## src/rtl/core/rmgs_pkg.sv

```systemverilog
// Package for the ratio merge geometric score block.
// Holds op codes, sequencer states and shared sizes; depends on nothing.
package rmgs_pkg;

  localparam int unsigned WORD_W = 32;
  localparam int unsigned OP_W   = 3;

  typedef enum logic [2:0] {
    OP_START  = 3'd0,
    OP_MERGE  = 3'd1,
    OP_APPEND = 3'd2,
    OP_SCALE  = 3'd3,
    OP_SCORE  = 3'd4,
    OP_REDUCE = 3'd5
  } op_e;

  typedef enum logic [3:0] {
    ST_IDLE,
    ST_DIV,
    ST_SCALE_MEAN,
    ST_SCALE_RD,
    ST_SCALE_WAIT,
    ST_SCALE_MUL,
    ST_CPY_RD,
    ST_CPY_WR,
    ST_SCAN_RD,
    ST_SCAN_CMP,
    ST_SQRT,
    ST_SHIFT_RD,
    ST_SHIFT_WR,
    ST_FIN_RD,
    ST_FIN,
    ST_OUT
  } state_e;

endpackage

```

## src/rtl/core/rmgs_isqrt.sv

```systemverilog
// Integer square root of a 64-bit word, one result bit per cycle.
// Depends on rmgs_pkg.
module rmgs_isqrt
  import rmgs_pkg::*;
(
  input  logic        clk_i,
  input  logic        rst_ni,
  input  logic        start_i,
  input  logic [63:0] rad_i,
  output logic        busy_o,
  output logic [31:0] root_o
);

  logic [63:0] rad_q, rad_d;
  logic [33:0] rem_q, rem_d;
  logic [31:0] root_q, root_d;
  logic [5:0]  cnt_q, cnt_d;
  logic        busy_q, busy_d;
  logic [33:0] trial;
  logic [33:0] sub;

  always_comb begin
    rad_d  = rad_q;
    rem_d  = rem_q;
    root_d = root_q;
    cnt_d  = cnt_q;
    busy_d = busy_q;
    trial  = {rem_q[31:0], rad_q[63:62]};
    sub    = {root_q, 2'b01};
    if (start_i) begin
      rad_d  = rad_i;
      rem_d  = '0;
      root_d = '0;
      cnt_d  = 6'd32;
      busy_d = 1'b1;
    end else if (busy_q) begin
      rad_d = {rad_q[61:0], 2'b00};
      if (trial >= sub) begin
        rem_d  = trial - sub;
        root_d = {root_q[30:0], 1'b1};
      end else begin
        rem_d  = trial;
        root_d = {root_q[30:0], 1'b0};
      end
      cnt_d = cnt_q - 6'd1;
      if (cnt_q == 6'd1) begin
        busy_d = 1'b0;
      end
    end
  end

  always_ff @(posedge clk_i or negedge rst_ni) begin
    if (!rst_ni) begin
      busy_q <= 1'b0;
      cnt_q  <= '0;
    end else begin
      busy_q <= busy_d;
      cnt_q  <= cnt_d;
    end
  end

  always_ff @(posedge clk_i) begin
    rad_q  <= rad_d;
    rem_q  <= rem_d;
    root_q <= root_d;
  end

  assign busy_o = busy_q;
  assign root_o = root_q;

endmodule

```

## config.mk

```make
export PLATFORM = sky130hd
export DESIGN_NAME = rmgs_isqrt
export DESIGN_NICKNAME = d
export VERILOG_FILES = /design/src/rtl/core/rmgs_pkg.sv /design/src/rtl/core/rmgs_isqrt.sv
export SDC_FILE = /design/constraint.sdc
export NUM_CORES = 1
export LEC_CHECK = 0
export ABC_AREA = 1
export BUFFER_PORTS_ARGS = -buffer_cell sky130_fd_sc_hd__buf_4
export CAP_MARGIN = 20
export CORE_MARGIN = 8
export CORE_UTILIZATION = 53
export CTS_CLUSTER_SIZE = 16
export DETAILED_ROUTE_END_ITERATION = 12
export GPL_TIMING_DRIVEN = 0
export PLACE_DENSITY = 0.86
export SYNTH_ARGS = -nofsm -noshare
export SYNTH_HDL_FRONTEND = slang
export SYNTH_SLANG_ARGS = --single-unit
```

## constraint.sdc

```tcl
create_clock -name clk_i -period 3 [get_ports clk_i]
set_input_delay 0.9 -clock clk_i [delete_from_list [all_inputs] [get_ports clk_i]]
set_output_delay 0.9 -clock clk_i [all_outputs]
set_load 0.05 [all_outputs]
```

==> impl_metrics.env <==
export IMPL_status="completed"
export IMPL_synthTopCellsByArea="nand2_1 (25%), edfxtp_1 (24%), dfxtp_1 (16%)"
export IMPL_ys_async_sr_fraction_pct=5.19
export IMPL_required_ps=3320
export IMPL_dp_hpwl_mm=16.9
export IMPL_antenna_found_initial=0
export IMPL_vias_per_cell=5.06
export IMPL_ys_ff_latch=135
export IMPL_synthCells=1166
export IMPL_p_total_w=0.00980
export IMPL_vias=7514
export IMPL_crit_chain="inv_1 -> ha_1 -> nand2_1 -> inv_2 -> nand2_1 -> nand2_1 -> a21oi_2 -> nor2_2 -> nor2_8 -> buf_2 -> nand3b_1 -> nand3_1 -> nand2_1"
export IMPL_path_buf_inv=3
export IMPL_antenna_left=0
export IMPL_synth_edf_count=64
export IMPL_place_gp_congestion=0.973
export IMPL_hold_ws_ps=272
export IMPL_grt_pass1_wl_mm=36.0
export IMPL_end_kind="flop"
export IMPL_drc=0
export IMPL_hold_viol=0
export IMPL_pin_count=100
export IMPL_grt_max_degree=74
export IMPL_grt_usage_pct=22.9
export IMPL_finalNonFillerCells=1484
export IMPL_drv_slew=0
export IMPL_cts_clk_slew_worst_paths_ps=70
export IMPL_portBuffers=98
export IMPL_critPathKind="flop to flop"
export IMPL_final_cell_area_um2=9630
export IMPL_holdCritPathClass="primary input to async pin"
export IMPL_worstPathArrival_ps=2700
export IMPL_finalCritPeriodShare_pct=79.4
export IMPL_drive_above_1_share_pct=13.1
export IMPL_crit_slowest_cell="ha_1"
export IMPL_ys_seq_area_share_pct=41.8
export IMPL_setup_viol=0
export IMPL_tightest_slew_ps=952
export IMPL_root_buffer="clkbuf_16"
export IMPL_antenna_cells=0
export IMPL_netlist_area_leader_share_pct=25.4
export IMPL_grt_overflow=0
export IMPL_fin_setup_tns_ps=0
export IMPL_die_h_um=140
export IMPL_grt_pass1_vias=7584
export IMPL_max_stage_delay_ps=360
export IMPL_fmax_ghz=0.420
export IMPL_rows=45
export IMPL_vdd_drop_max_uv=545
export IMPL_dieArea_um2=19500
export IMPL_synth_nets=1269
export IMPL_clock_skew_ps=14.4
export IMPL_start_kind="flop"
export IMPL_powerDensity_nw_per_um2=1020
export IMPL_seq_area_um2=3380
export IMPL_synth_cell_type_count=38
export IMPL_synth_cell_area_um2=8090
export IMPL_yosysWarningCount=0
export IMPL_cts_tree="done"
export IMPL_fillCellCount=1320
export IMPL_clock_latency_ps=430
export IMPL_crit_family="simple AND/OR/NAND/NOR gates"
export IMPL_ctsHoldBuffers=0
export IMPL_initial_core_util_pct=53.8
export IMPL_finalWirelength_mm=21.8
export IMPL_clk_path_buf_depth=2
export IMPL_postCtsSetupBuffers=0
export IMPL_cts_sinks=135
export IMPL_dr_first_iter_drc_count=528
export IMPL_multi_input_area_um2=3910
export IMPL_die_width_um=140
export IMPL_rsz0062_at_grt="no"
export IMPL_relSlewSlack_pct=36.5
export IMPL_cts_buffers=17
export IMPL_coreArea_um2=15000
export IMPL_crit_top_cell="nand2_1"
export IMPL_synth_area_per_cell_um2=6.94
export IMPL_wl_per_cell_um=14.7
export IMPL_area_growth_pct=19.1
export IMPL_synthFlopType="edfxtp_1"
export IMPL_synth_top_area_cell="nand2_1"
export IMPL_critPathMaxFanout=10
export IMPL_place_area_um2=9060
export IMPL_timing_final_crit_period_ps=2380
export IMPL_power_leakage_nw=5.14
export IMPL_drv_cap=0
export IMPL_place_inst=1452
export IMPL_h_tree_depth=4
export IMPL_finalNetCount=1386
export IMPL_post_cts_resized=0
export IMPL_drt_pass1_iter_count=5
path summary, 6_finish.rpt:
check | slack (ps) | to | from | depth (start not counted)
min | 270 | cnt_q[5] | rst_ni | 1
max reg2reg | 620 | rem_q[23] | root_o[22] | 13
min reg2reg | 470 | rem_q[31] | rem_q[31] | 2
max | 620 | rem_q[23] | root_o[22] | 13
max in group asynchronous | 2590 | busy_o | rst_ni | 1
min in group clk_i | 470 | rem_q[31] | rem_q[31] | 2
cell families (layout without fill, tap and decap cells):
logic type               count (synthesis)  after routing  synth area share [%]
XOR/XNOR                                14             14                  1.52
AO/OA/AOI/OAI                           71             71                  5.09
AND/OR/NAND/NOR                        707            707                  36.2
adder cells (fa/ha/maj)                 36             36                  5.57
buffers and inverters                  203            333                  9.88
flip-flops                             135            135                  41.8
worst register-to-register path, stage by stage (launching register included):
cell	delay [ps]
dfxtp_1	320
inv_1	70
ha_1	370
nand2_1	210
inv_2	40
nand2_1	60
nand2_1	90
a21oi_2	190
nor2_2	90
nor2_8	230
buf_2	310
nand3b_1	120
nand3_1	110
nand2_1	50
power breakdown:
part           leakage [nW]  internal [W]  switching (W)
clock network         0.280       0.00116       0.000874
logic                  3.55       0.00183        0.00351
registers              1.31       0.00225       0.000173
cells in the mapped netlist, types with 3 or more instances:
master,number
dfrtp_1,7
o21ai_1,3
buf_4,3
o21ai_0,8
nor2_2,8
edfxtp_1,64
nand2_1,547
buf_2,6
nor3_1,5
nor2_1,39
nand2_2,8
nand3b_1,10
o21bai_1,4
inv_1,161
o22ai_1,32
nand3_1,70
dfxtp_1,64
and2_1,3
ha_1,36
inv_2,6
nand4_1,8
xor2_1,12
a21oi_1,22
clkbuf_1,23
through the flow:
| stage | setup slack, ps | util, % |
|---|---|---|
| after floorplan | 421 | - |
| after global placement | -64.4 | 60.3 |
| final | 618 | 64.1 |
| after CTS | 609 | 64.1 |
| after global routing | 456 | 64.1 |
| after detailed placement | 362 | 60.3 |
layer usage:
| metal | vias up | part of all wire (%) | track usage [%] | routed length [µm] |
|---|---|---|---|---|
| met4 | 0 | 2.7 | 9.14 | 583 |
| met2 | 229 | 48 | 39.5 | 10500 |
| met5 | - | 0 | 0 | 0 |
| met3 | 42 | 5.9 | 5.61 | 1290 |
| li1 | 3887 | - | - | - |
| met1 | 3356 | 43 | 27.0 | 9470 |
flip-flops by register name, indices dropped and copies added, names as in the netlist:
signal	flops
rad_q	64
cnt_q	6
busy_o	1
rem_q	32
root_o	32
cell type report:
type / instances / share of cell area [%]
clock buffer: 18 / 4.45
tap: 188 / 2.44
buffer: 36 / 1.83
clock inverter: 14 / 1.45
inverter: 167 / 6.51
timing repair buffer: 98 / 7.64
multi-input combinational: 828 / 40.6
sequential: 135 / 35.1
cell usage in the layout (no fill, tap or decap), types with 2 or more instances in the layout:
| cell | count |
|---|---|
| nand2_1 | 547 |
| inv_1 | 161 |
| buf_4 | 101 |
| nand3_1 | 70 |
| edfxtp_1 | 64 |
| dfxtp_1 | 64 |
| nor2_1 | 39 |
| ha_1 | 36 |
| o22ai_1 | 32 |
| clkbuf_1 | 23 |
| a21oi_1 | 22 |
| clkbuf_16 | 17 |
| xor2_1 | 12 |
| nand3b_1 | 10 |
| o21ai_0 | 8 |
| nand4_1 | 8 |
| nand2_2 | 8 |
| nor2_2 | 8 |
| dfrtp_1 | 7 |
| buf_2 | 6 |
| inv_2 | 6 |
| nor3_1 | 5 |
| inv_6 | 5 |
| o21bai_1 | 4 |
| and2_1 | 3 |
| o21ai_1 | 3 |
| clkinv_4 | 3 |
| xnor2_1 | 2 |
| buf_1 | 2 |
| nor4_1 | 2 |
| clkinv_2 | 2 |
| inv_8 | 2 |
Note: power is estimated with default switching activity, not from simulation.
