## config.mk

```make
export PLATFORM = sky130hd
export DESIGN_NAME = rmgs_divider
export DESIGN_NICKNAME = d
export VERILOG_FILES = /design/src/rtl/core/rmgs_pkg.sv /design/src/rtl/core/rmgs_divider.sv
export SDC_FILE = /design/constraint.sdc
export NUM_CORES = 1
export LEC_CHECK = 0
export ABC_AREA = 1
export BUFFER_PORTS_ARGS = -buffer_cell sky130_fd_sc_hd__buf_2
export CAP_MARGIN = 30
export CORE_UTILIZATION = 45
export DETAILED_ROUTE_END_ITERATION = 12
export GPL_ROUTABILITY_DRIVEN = 0
export PLACE_DENSITY = 0.67
export SYNTH_ARGS = -nofsm -noshare
export SYNTH_HDL_FRONTEND = slang
export SYNTH_SLANG_ARGS = --single-unit
export TNS_END_PERCENT = 10
```

## constraint.sdc

```tcl
create_clock -name clk_i -period 4.2 [get_ports clk_i]
set_input_delay 1.05 -clock clk_i [delete_from_list [all_inputs] [get_ports clk_i]]
set_output_delay 1.05 -clock clk_i [all_outputs]
set_load 0.01 [all_outputs]
```

## src/rtl/core/rmgs_pkg.sv

```systemverilog
// Package for the ratio merge geometric score block.
// Holds op codes, sequencer states and shared sizes; depends on nothing.
package rmgs_pkg;

  localparam int unsigned WORD_W = 32;
  localparam int unsigned OP_W   = 3;

  typedef enum logic [2:0] {
    OP_START  = 3'd0,
    OP_MERGE  = 3'd1,
    OP_APPEND = 3'd2,
    OP_SCALE  = 3'd3,
    OP_SCORE  = 3'd4,
    OP_REDUCE = 3'd5
  } op_e;

  typedef enum logic [3:0] {
    ST_IDLE,
    ST_DIV,
    ST_SCALE_MEAN,
    ST_SCALE_RD,
    ST_SCALE_WAIT,
    ST_SCALE_MUL,
    ST_CPY_RD,
    ST_CPY_WR,
    ST_SCAN_RD,
    ST_SCAN_CMP,
    ST_SQRT,
    ST_SHIFT_RD,
    ST_SHIFT_WR,
    ST_FIN_RD,
    ST_FIN,
    ST_OUT
  } state_e;

endpackage

```

## src/rtl/core/rmgs_divider.sv

```systemverilog
// Restoring divider, one quotient bit per cycle, 64 by 33 bits.
// Depends on rmgs_pkg.
module rmgs_divider
  import rmgs_pkg::*;
(
  input  logic        clk_i,
  input  logic        rst_ni,
  input  logic        start_i,
  input  logic [63:0] dividend_i,
  input  logic [32:0] divisor_i,
  output logic        busy_o,
  output logic [63:0] quot_o
);

  logic [63:0] quot_q, quot_d;
  logic [33:0] rem_q, rem_d;
  logic [32:0] dsr_q, dsr_d;
  logic [6:0]  cnt_q, cnt_d;
  logic        busy_q, busy_d;
  logic [33:0] trial;

  always_comb begin
    quot_d = quot_q;
    rem_d  = rem_q;
    dsr_d  = dsr_q;
    cnt_d  = cnt_q;
    busy_d = busy_q;
    trial  = '0;
    if (start_i) begin
      quot_d = dividend_i;
      rem_d  = '0;
      dsr_d  = divisor_i;
      cnt_d  = 7'd64;
      busy_d = 1'b1;
    end else if (busy_q) begin
      trial = {rem_q[32:0], quot_q[63]};
      if (trial >= {1'b0, dsr_q}) begin
        rem_d  = trial - {1'b0, dsr_q};
        quot_d = {quot_q[62:0], 1'b1};
      end else begin
        rem_d  = trial;
        quot_d = {quot_q[62:0], 1'b0};
      end
      cnt_d = cnt_q - 7'd1;
      if (cnt_q == 7'd1) begin
        busy_d = 1'b0;
      end
    end
  end

  always_ff @(posedge clk_i or negedge rst_ni) begin
    if (!rst_ni) begin
      busy_q <= 1'b0;
      cnt_q  <= '0;
    end else begin
      busy_q <= busy_d;
      cnt_q  <= cnt_d;
    end
  end

  always_ff @(posedge clk_i) begin
    quot_q <= quot_d;
    rem_q  <= rem_d;
    dsr_q  <= dsr_d;
  end

  assign busy_o = busy_q;
  assign quot_o = quot_q;

endmodule

```

==> flow_summary.toml, run 1 <==
[floorplan]
fp.dieW_um = 138
core.rowCount = 49
die_area_um2 = 19100
dieHeight_um = 138
initial_core_util_pct = 46.2
coreArea_um2 = 18100
pin_count = 165

[grt]
antenna_found_initial = 1
grt_max_degree = 73
track_usage_pct = 23.5
grt_pass1_wl_mm = 35.6
grt_pass1_vias = 7339
gr-total-overflow = 0

[synthesis]
postSynthCellCount = 1149
yosys.cell_types.count = 35
muxShareOfSynthArea_pct = 0
yosysWarnings = 0
mappedNetlistArea_um2 = 8360
netlist.top_cell.by_area = "edfxtp_1"
synth.ff_latch_count = 138
synth.net_count = 1285
synthAdderAreaFrac_pct = 5.48
synth_top_family_by_area = "simple AND/OR/NAND/NOR gates"
synth_simple_gate_area_share_pct = 33.7
yosysTopAreaCellShare_pct = 34.8
syn_avg_cell_area_um2 = 7.28
ys_seq_area_share_pct = 45.1
synth-compound-area-share_pct = 3.52
netlist_top_cells_area = "edfxtp_1, nand2_1, inv_1, dfxtp_1, ha_1"
yosys.area_share.xor_xnor_pct = 1.57

[setup_path]
cp_max_fo = 36
worstPathRequired_ns = 4.54
worstPathArrival_ns = 3.10
start_kind = "flop"
criticalPathCategory = "reg2reg"
critical_path.endpoint_type = "flop"

[clock_tree]
post_cts_buffers = 0
postCtsHoldBufs = 0
cts_buffer_depth = 2
htreeDepth = 4
insertion_delay_ns = 0.43
clockRootBuffer = "clkbuf_16"
cts_resized = 0
cts_made_buffers = 17
tritoncts = "built"
cts.sinks = 138
clk_pin_slew_ns = 0.07

[routing]
vias = 7633
drc = 8
via_per_inst = 4.92
detail_route.first_pass.iterations = 9
dr.first_iter.drc_count = 548
wl_mm = 21.7
antenna_left = 0
routedWlPerCell_um = 14.0

[pwr]
p_leak_nw = 5.44
p_per_area_nw_per_um2 = 621
ir_drop_mv = 0.316

[flow_run]
max_cap_viol_count = 0

[timing]
fin_skew_ns = 0.0112
rsz0062_at_grt = "no"
fin_ws_ns = 1.44
maxSlewHeadroom_pct = 37.1
max_freq_ghz = 0.362
maxSlewViolCount = 0
min_period_over_period_pct = 65.7
finalHoldViolCount = 0
setup_violations = 0
worst_pin_slew_ns = 0.942
period_minus_slack_ns = 2.76
setup_tns_ns = 0

[finish]
nNetsFinal = 1444
layout_commonest_cell = "nand2_1"
synthToLayoutAreaGrowth_pct = 19.5
multi_input_area_um2 = 3710
drive_gt1_share_pct = 16.5
fillerInstances = 1707
layout.area.seq_um2 = 3770
final_cells = 1550
final_cell_mix = "nand2_1, inv_1, buf_2"
n_antenna_cell = 0

[placed_design]
dp_slack_ns = 1.32
hpwlAfterDp_mm = 15.8
port_buffers = 164
placed_cells = 1518

[run_status]
violations = "design-rule violations"
run_status = "finished, violations left"

[worst_hold_path]
hold_path_class = "in2async"
[critical path, cell delays in order, from the launching register on]
cell	delay (ns)
edfxtp_1	0.38
inv_1	0.08
ha_1	0.17
inv_1	0.08
fa_1	0.42
nand3_1	0.12
nand3_2	0.11
nand2_1	0.09
nand2_1	0.10
nand2_4	0.39
nand2_4	0.35
nand2_1	0.18
nand3_1	0.08
o21ai_1	0.11
[final timing paths]
check,from,end,slack [ns],cells past startpoint
min reg2reg,rem_q[32],rem_q[32],0.46,2
max in group asynchronous,rst_ni,cnt_q[2],3.57,1
min in group clk_i,rem_q[32],rem_q[32],0.46,2
min,rst_ni,cnt_q[3],0.45,1
max,quot_o[63],rem_q[17],1.44,13
max reg2reg,quot_o[63],rem_q[17],1.44,13
[power breakdown]
part | total [mW] | internal [mW] | switching (mW)
combinational | 2.78 | 0.985 | 1.79
clock | 1.53 | 0.851 | 0.677
sequential | 1.90 | 1.74 | 0.162
total | 6.20 | 3.57 | 2.63
[routing by layer]
metal	global-route usage (%)	vias up	part of all wire, %
li1	-	3881	-
met3	6.48	39	7.9
met5	0	-	0.046
met2	37.3	288	45
met1	30.3	3423	45
met4	9.40	2	2.5
[cell usage after synthesis, drive strengths merged]
cell / instances
nand3: 79
xnor2: 13
dfrtp: 8
o21bai: 3
nand2: 513
nor3: 7
nor2: 50
and2: 3
inv: 196
o21ai: 27
buf: 12
o22ai: 1
or2: 1
a21oi: 23
clkbuf: 17
a31oi: 1
fa: 1
a41oi: 1
xor2: 2
nand3b: 20
nand4: 3
edfxtp: 97
nor4: 3
ha: 35
dfxtp: 33
[per-stage QoR]
| step | hold slack, ns | utilization, % | total power [mW] | area [µm²] |
|---|---|---|---|---|
| 3_5_place_dp | 0.450 | 51.9 | 4.65 | 9400 |
| 6_report | 0.453 | 55.2 | 6.20 | 9990 |
| 2_1_floorplan | 0.426 | - | 3.98 | 8360 |
| 4_1_cts | 0.443 | 55.2 | 6.21 | 9990 |
| 5_1_grt | 0.450 | 55.2 | 6.70 | 9990 |
| 3_3_place_gp | 0.442 | 51.8 | 4.62 | 9380 |
[state kept, by name, indices dropped and copies added (netlist names)]
register and flops:
quot_o 64, dsr_q 33, rem_q 33, cnt_q 7, busy_o 1
[final cells by class]
class                      count  share of cell area [%]
inverter                     196                    7.38
tap                          229                    2.87
clock buffer                  17                    4.26
timing repair buffer         169                    8.87
sequential                   138                    37.8
clock inverter                15                    1.70
multi-input combinational    786                    37.2
[kinds of logic after synthesis]
kind of cell	count (synthesis)
adder cells (fa/ha/maj)	36
XOR/XNOR	15
flip-flops	138
AND/OR/NAND/NOR	679
AO/OA/AOI/OAI	56
buffers and inverters	225
Power figures use the tool's default switching activity.
==> run 2, diff against run 1 <==
--- a/config.mk
+++ b/config.mk
@@ -11,7 +11,7 @@
 export CORE_UTILIZATION = 45
 export DETAILED_ROUTE_END_ITERATION = 12
 export GPL_ROUTABILITY_DRIVEN = 0
-export PLACE_DENSITY = 0.67
+export PLACE_DENSITY = 0.7
 export SYNTH_ARGS = -nofsm -noshare
 export SYNTH_HDL_FRONTEND = slang
 export SYNTH_SLANG_ARGS = --single-unit
==> constraint.sdc (replaced) <==
create_clock -name clk_i -period 2.5 [get_ports clk_i]
set_input_delay 0.625 -clock clk_i [delete_from_list [all_inputs] [get_ports clk_i]]
set_output_delay 0.625 -clock clk_i [all_outputs]
set_load 0.01 [all_outputs]
==> run 2 against run 1 <==
Net effect:
- the run still ends with design-rule violations left
- die area stayed put
- sequential power is 68% higher
- combinational power is 68% higher
- total power is 66% higher
- clock skew is 0.00085 ns lower
- worst setup slack worse by 1.3 ns
- critical path type unchanged
- largest power group unchanged
==> flow_summary.toml, run 2 (synthesis gave the netlist of run 1 again) <==
[run_status]
run_status = "finished, violations left"
violations = "design-rule violations"

[timing]
setup_violations = 0
fin_ws_ns = 0.181
setup_tns_ns = 0
maxSlewHeadroom_pct = 60.3
min_period_over_period_pct = 92.8
finalHoldViolCount = 0
worst_pin_slew_ns = 0.594
max_freq_ghz = 0.431
period_minus_slack_ns = 2.32
maxSlewViolCount = 0
fin_skew_ns = 0.0103

[clock_tree]
cts_resized = 0
clk_pin_slew_ns = 0.06
insertion_delay_ns = 0.43
post_cts_buffers = 0
postCtsHoldBufs = 0
cts_buffer_depth = 2
cts.sinks = 138
cts_made_buffers = 17
tritoncts = "built"
htreeDepth = 4
clockRootBuffer = "clkbuf_16"

[finish]
fin_area_um2 = 10000
largest_register_ffs = 64
nNetsFinal = 1453
drive_gt1_share_pct = 17.1
fillerInstances = 1728
final_cell_mix = "nand2_1, inv_1, buf_2"
layout_commonest_cell = "nand2_1"
synthToLayoutAreaGrowth_pct = 20.1

[setup_path]
critical_path.endpoint_type = "flop"
worstPathRequired_ns = 2.80
path_cells = "inv_1 -> ha_1 -> inv_1 -> fa_1 -> nand3_1 -> nand3_2 -> nand2_1 -> nand2_1 -> nand2_4 -> buf_6 -> nand3_1 -> nand3_1 -> o21ai_1"
slowest_delay_ns = 0.42
cp_max_fo = 15
criticalPathCategory = "reg2reg"
crit_start = "quot_o[63]"
crit_top_cell = "nand3_1"
r2r-start = "quot_o[63]"
cp_slowest_cell = "fa_1"
start_kind = "flop"
worstPathArrival_ns = 2.62

[routing]
maxUsedRoutingLayer = "met5"
routedWlPerCell_um = 14.0
detail_route.first_pass.iterations = 10
drc = 12
route.met2.wl_mm = 10.4
antenna_left = 0
via_per_inst = 4.94
wl_met3_mm = 1.75
vias = 7705
dr.first_iter.drc_count = 572
m1WireLength_mm = 9.31
wl_mm = 21.9

[grt]
grt_max_degree = 94
track_usage_pct = 23.8
gr-total-overflow = 0
grt_pass1_wl_mm = 36.2
grt_pass1_vias = 7360
antenna_found_initial = 3

[floorplan]
core.rowCount = 49
fp.dieW_um = 138
initial_core_util_pct = 46.2
dieHeight_um = 138
pin_count = 165
coreArea_um2 = 18100
die_area_um2 = 19100

[placed_design]
hpwlAfterDp_mm = 16.3
dp_slack_ns = 0.172
placedInstanceArea_um2 = 9460
port_buffers = 164

[pwr]
p_per_area_nw_per_um2 = 1030
p_leak_nw = 5.46
ir_drop_mv = 0.629

[worst_hold_path]
hold_path_class = "in2async"

[flow_run]
max_cap_viol_count = 0
-- run 2: cell types whose count changed in the layout (fill, tap and decap cells not counted), sizes merged --
cell	before	now
buf	169	178
clkinvlp	0	2
inv	205	203
clkinv	5	4
diode	0	1
-- run 2: layer usage --
layer	vias up	GRT usage, %
met1	3483	29.2
li1	3901	-
met5	-	0
met3	37	7.07
met4	6	6.86
met2	278	40.6
-- run 2: area by class of cell --
cell class | count | area, µm² | area share (%)
sequential | 138 | 3770 | 37.6
multi-input combinational | 786 | 3720 | 37.0
timing repair buffer | 178 | 961 | 9.57
inverter | 196 | 737 | 7.34
clock buffer | 17 | 425 | 4.24
tap | 229 | 287 | 2.85
clock inverter | 14 | 135 | 1.35
antenna | 1 | 2.50 | 0.0249
-- run 2: through the flow --
step	util, %	power, mW	hold slack [ns]	cells
after floorplan	-	6.69	0.329	1149
after CTS	55.4	10.3	0.0208	1558
final	55.5	10.3	0.0292	1559
after global placement	52.3	7.79	0.437	1527
after detailed placement	52.3	7.83	0.453	1527
after global routing	55.5	11.2	0.0192	1558
-- run 2: worst max-delay path, delay by kind of cell (launching register included) --
family	cells	cell delay [ns]
simple gates	7	0.81
fa+ha+maj	2	0.59
compound gates	1	0.06
flops	1	0.37
buf+inv	3	0.37
-- run 2: worst paths after layout --
kind / slack [ns] / to / cells past startpoint
worst max-delay path: 0.18 / rem_q[9] / 13
worst min-delay path: 0.03 / cnt_q[0] / 1
worst max register to register: 0.18 / rem_q[9] / 13
worst min register to register: 0.46 / rem_q[32] / 2
max in group asynchronous: 2.30 / cnt_q[3] / 1
min in group clk_i: 0.37 / dsr_q[5] / 1
-- run 2: where the power goes --
part	internal [mW]	switching, mW
Clock	1.39	1.07
Combinational	1.70	2.99
Sequential	2.92	0.270
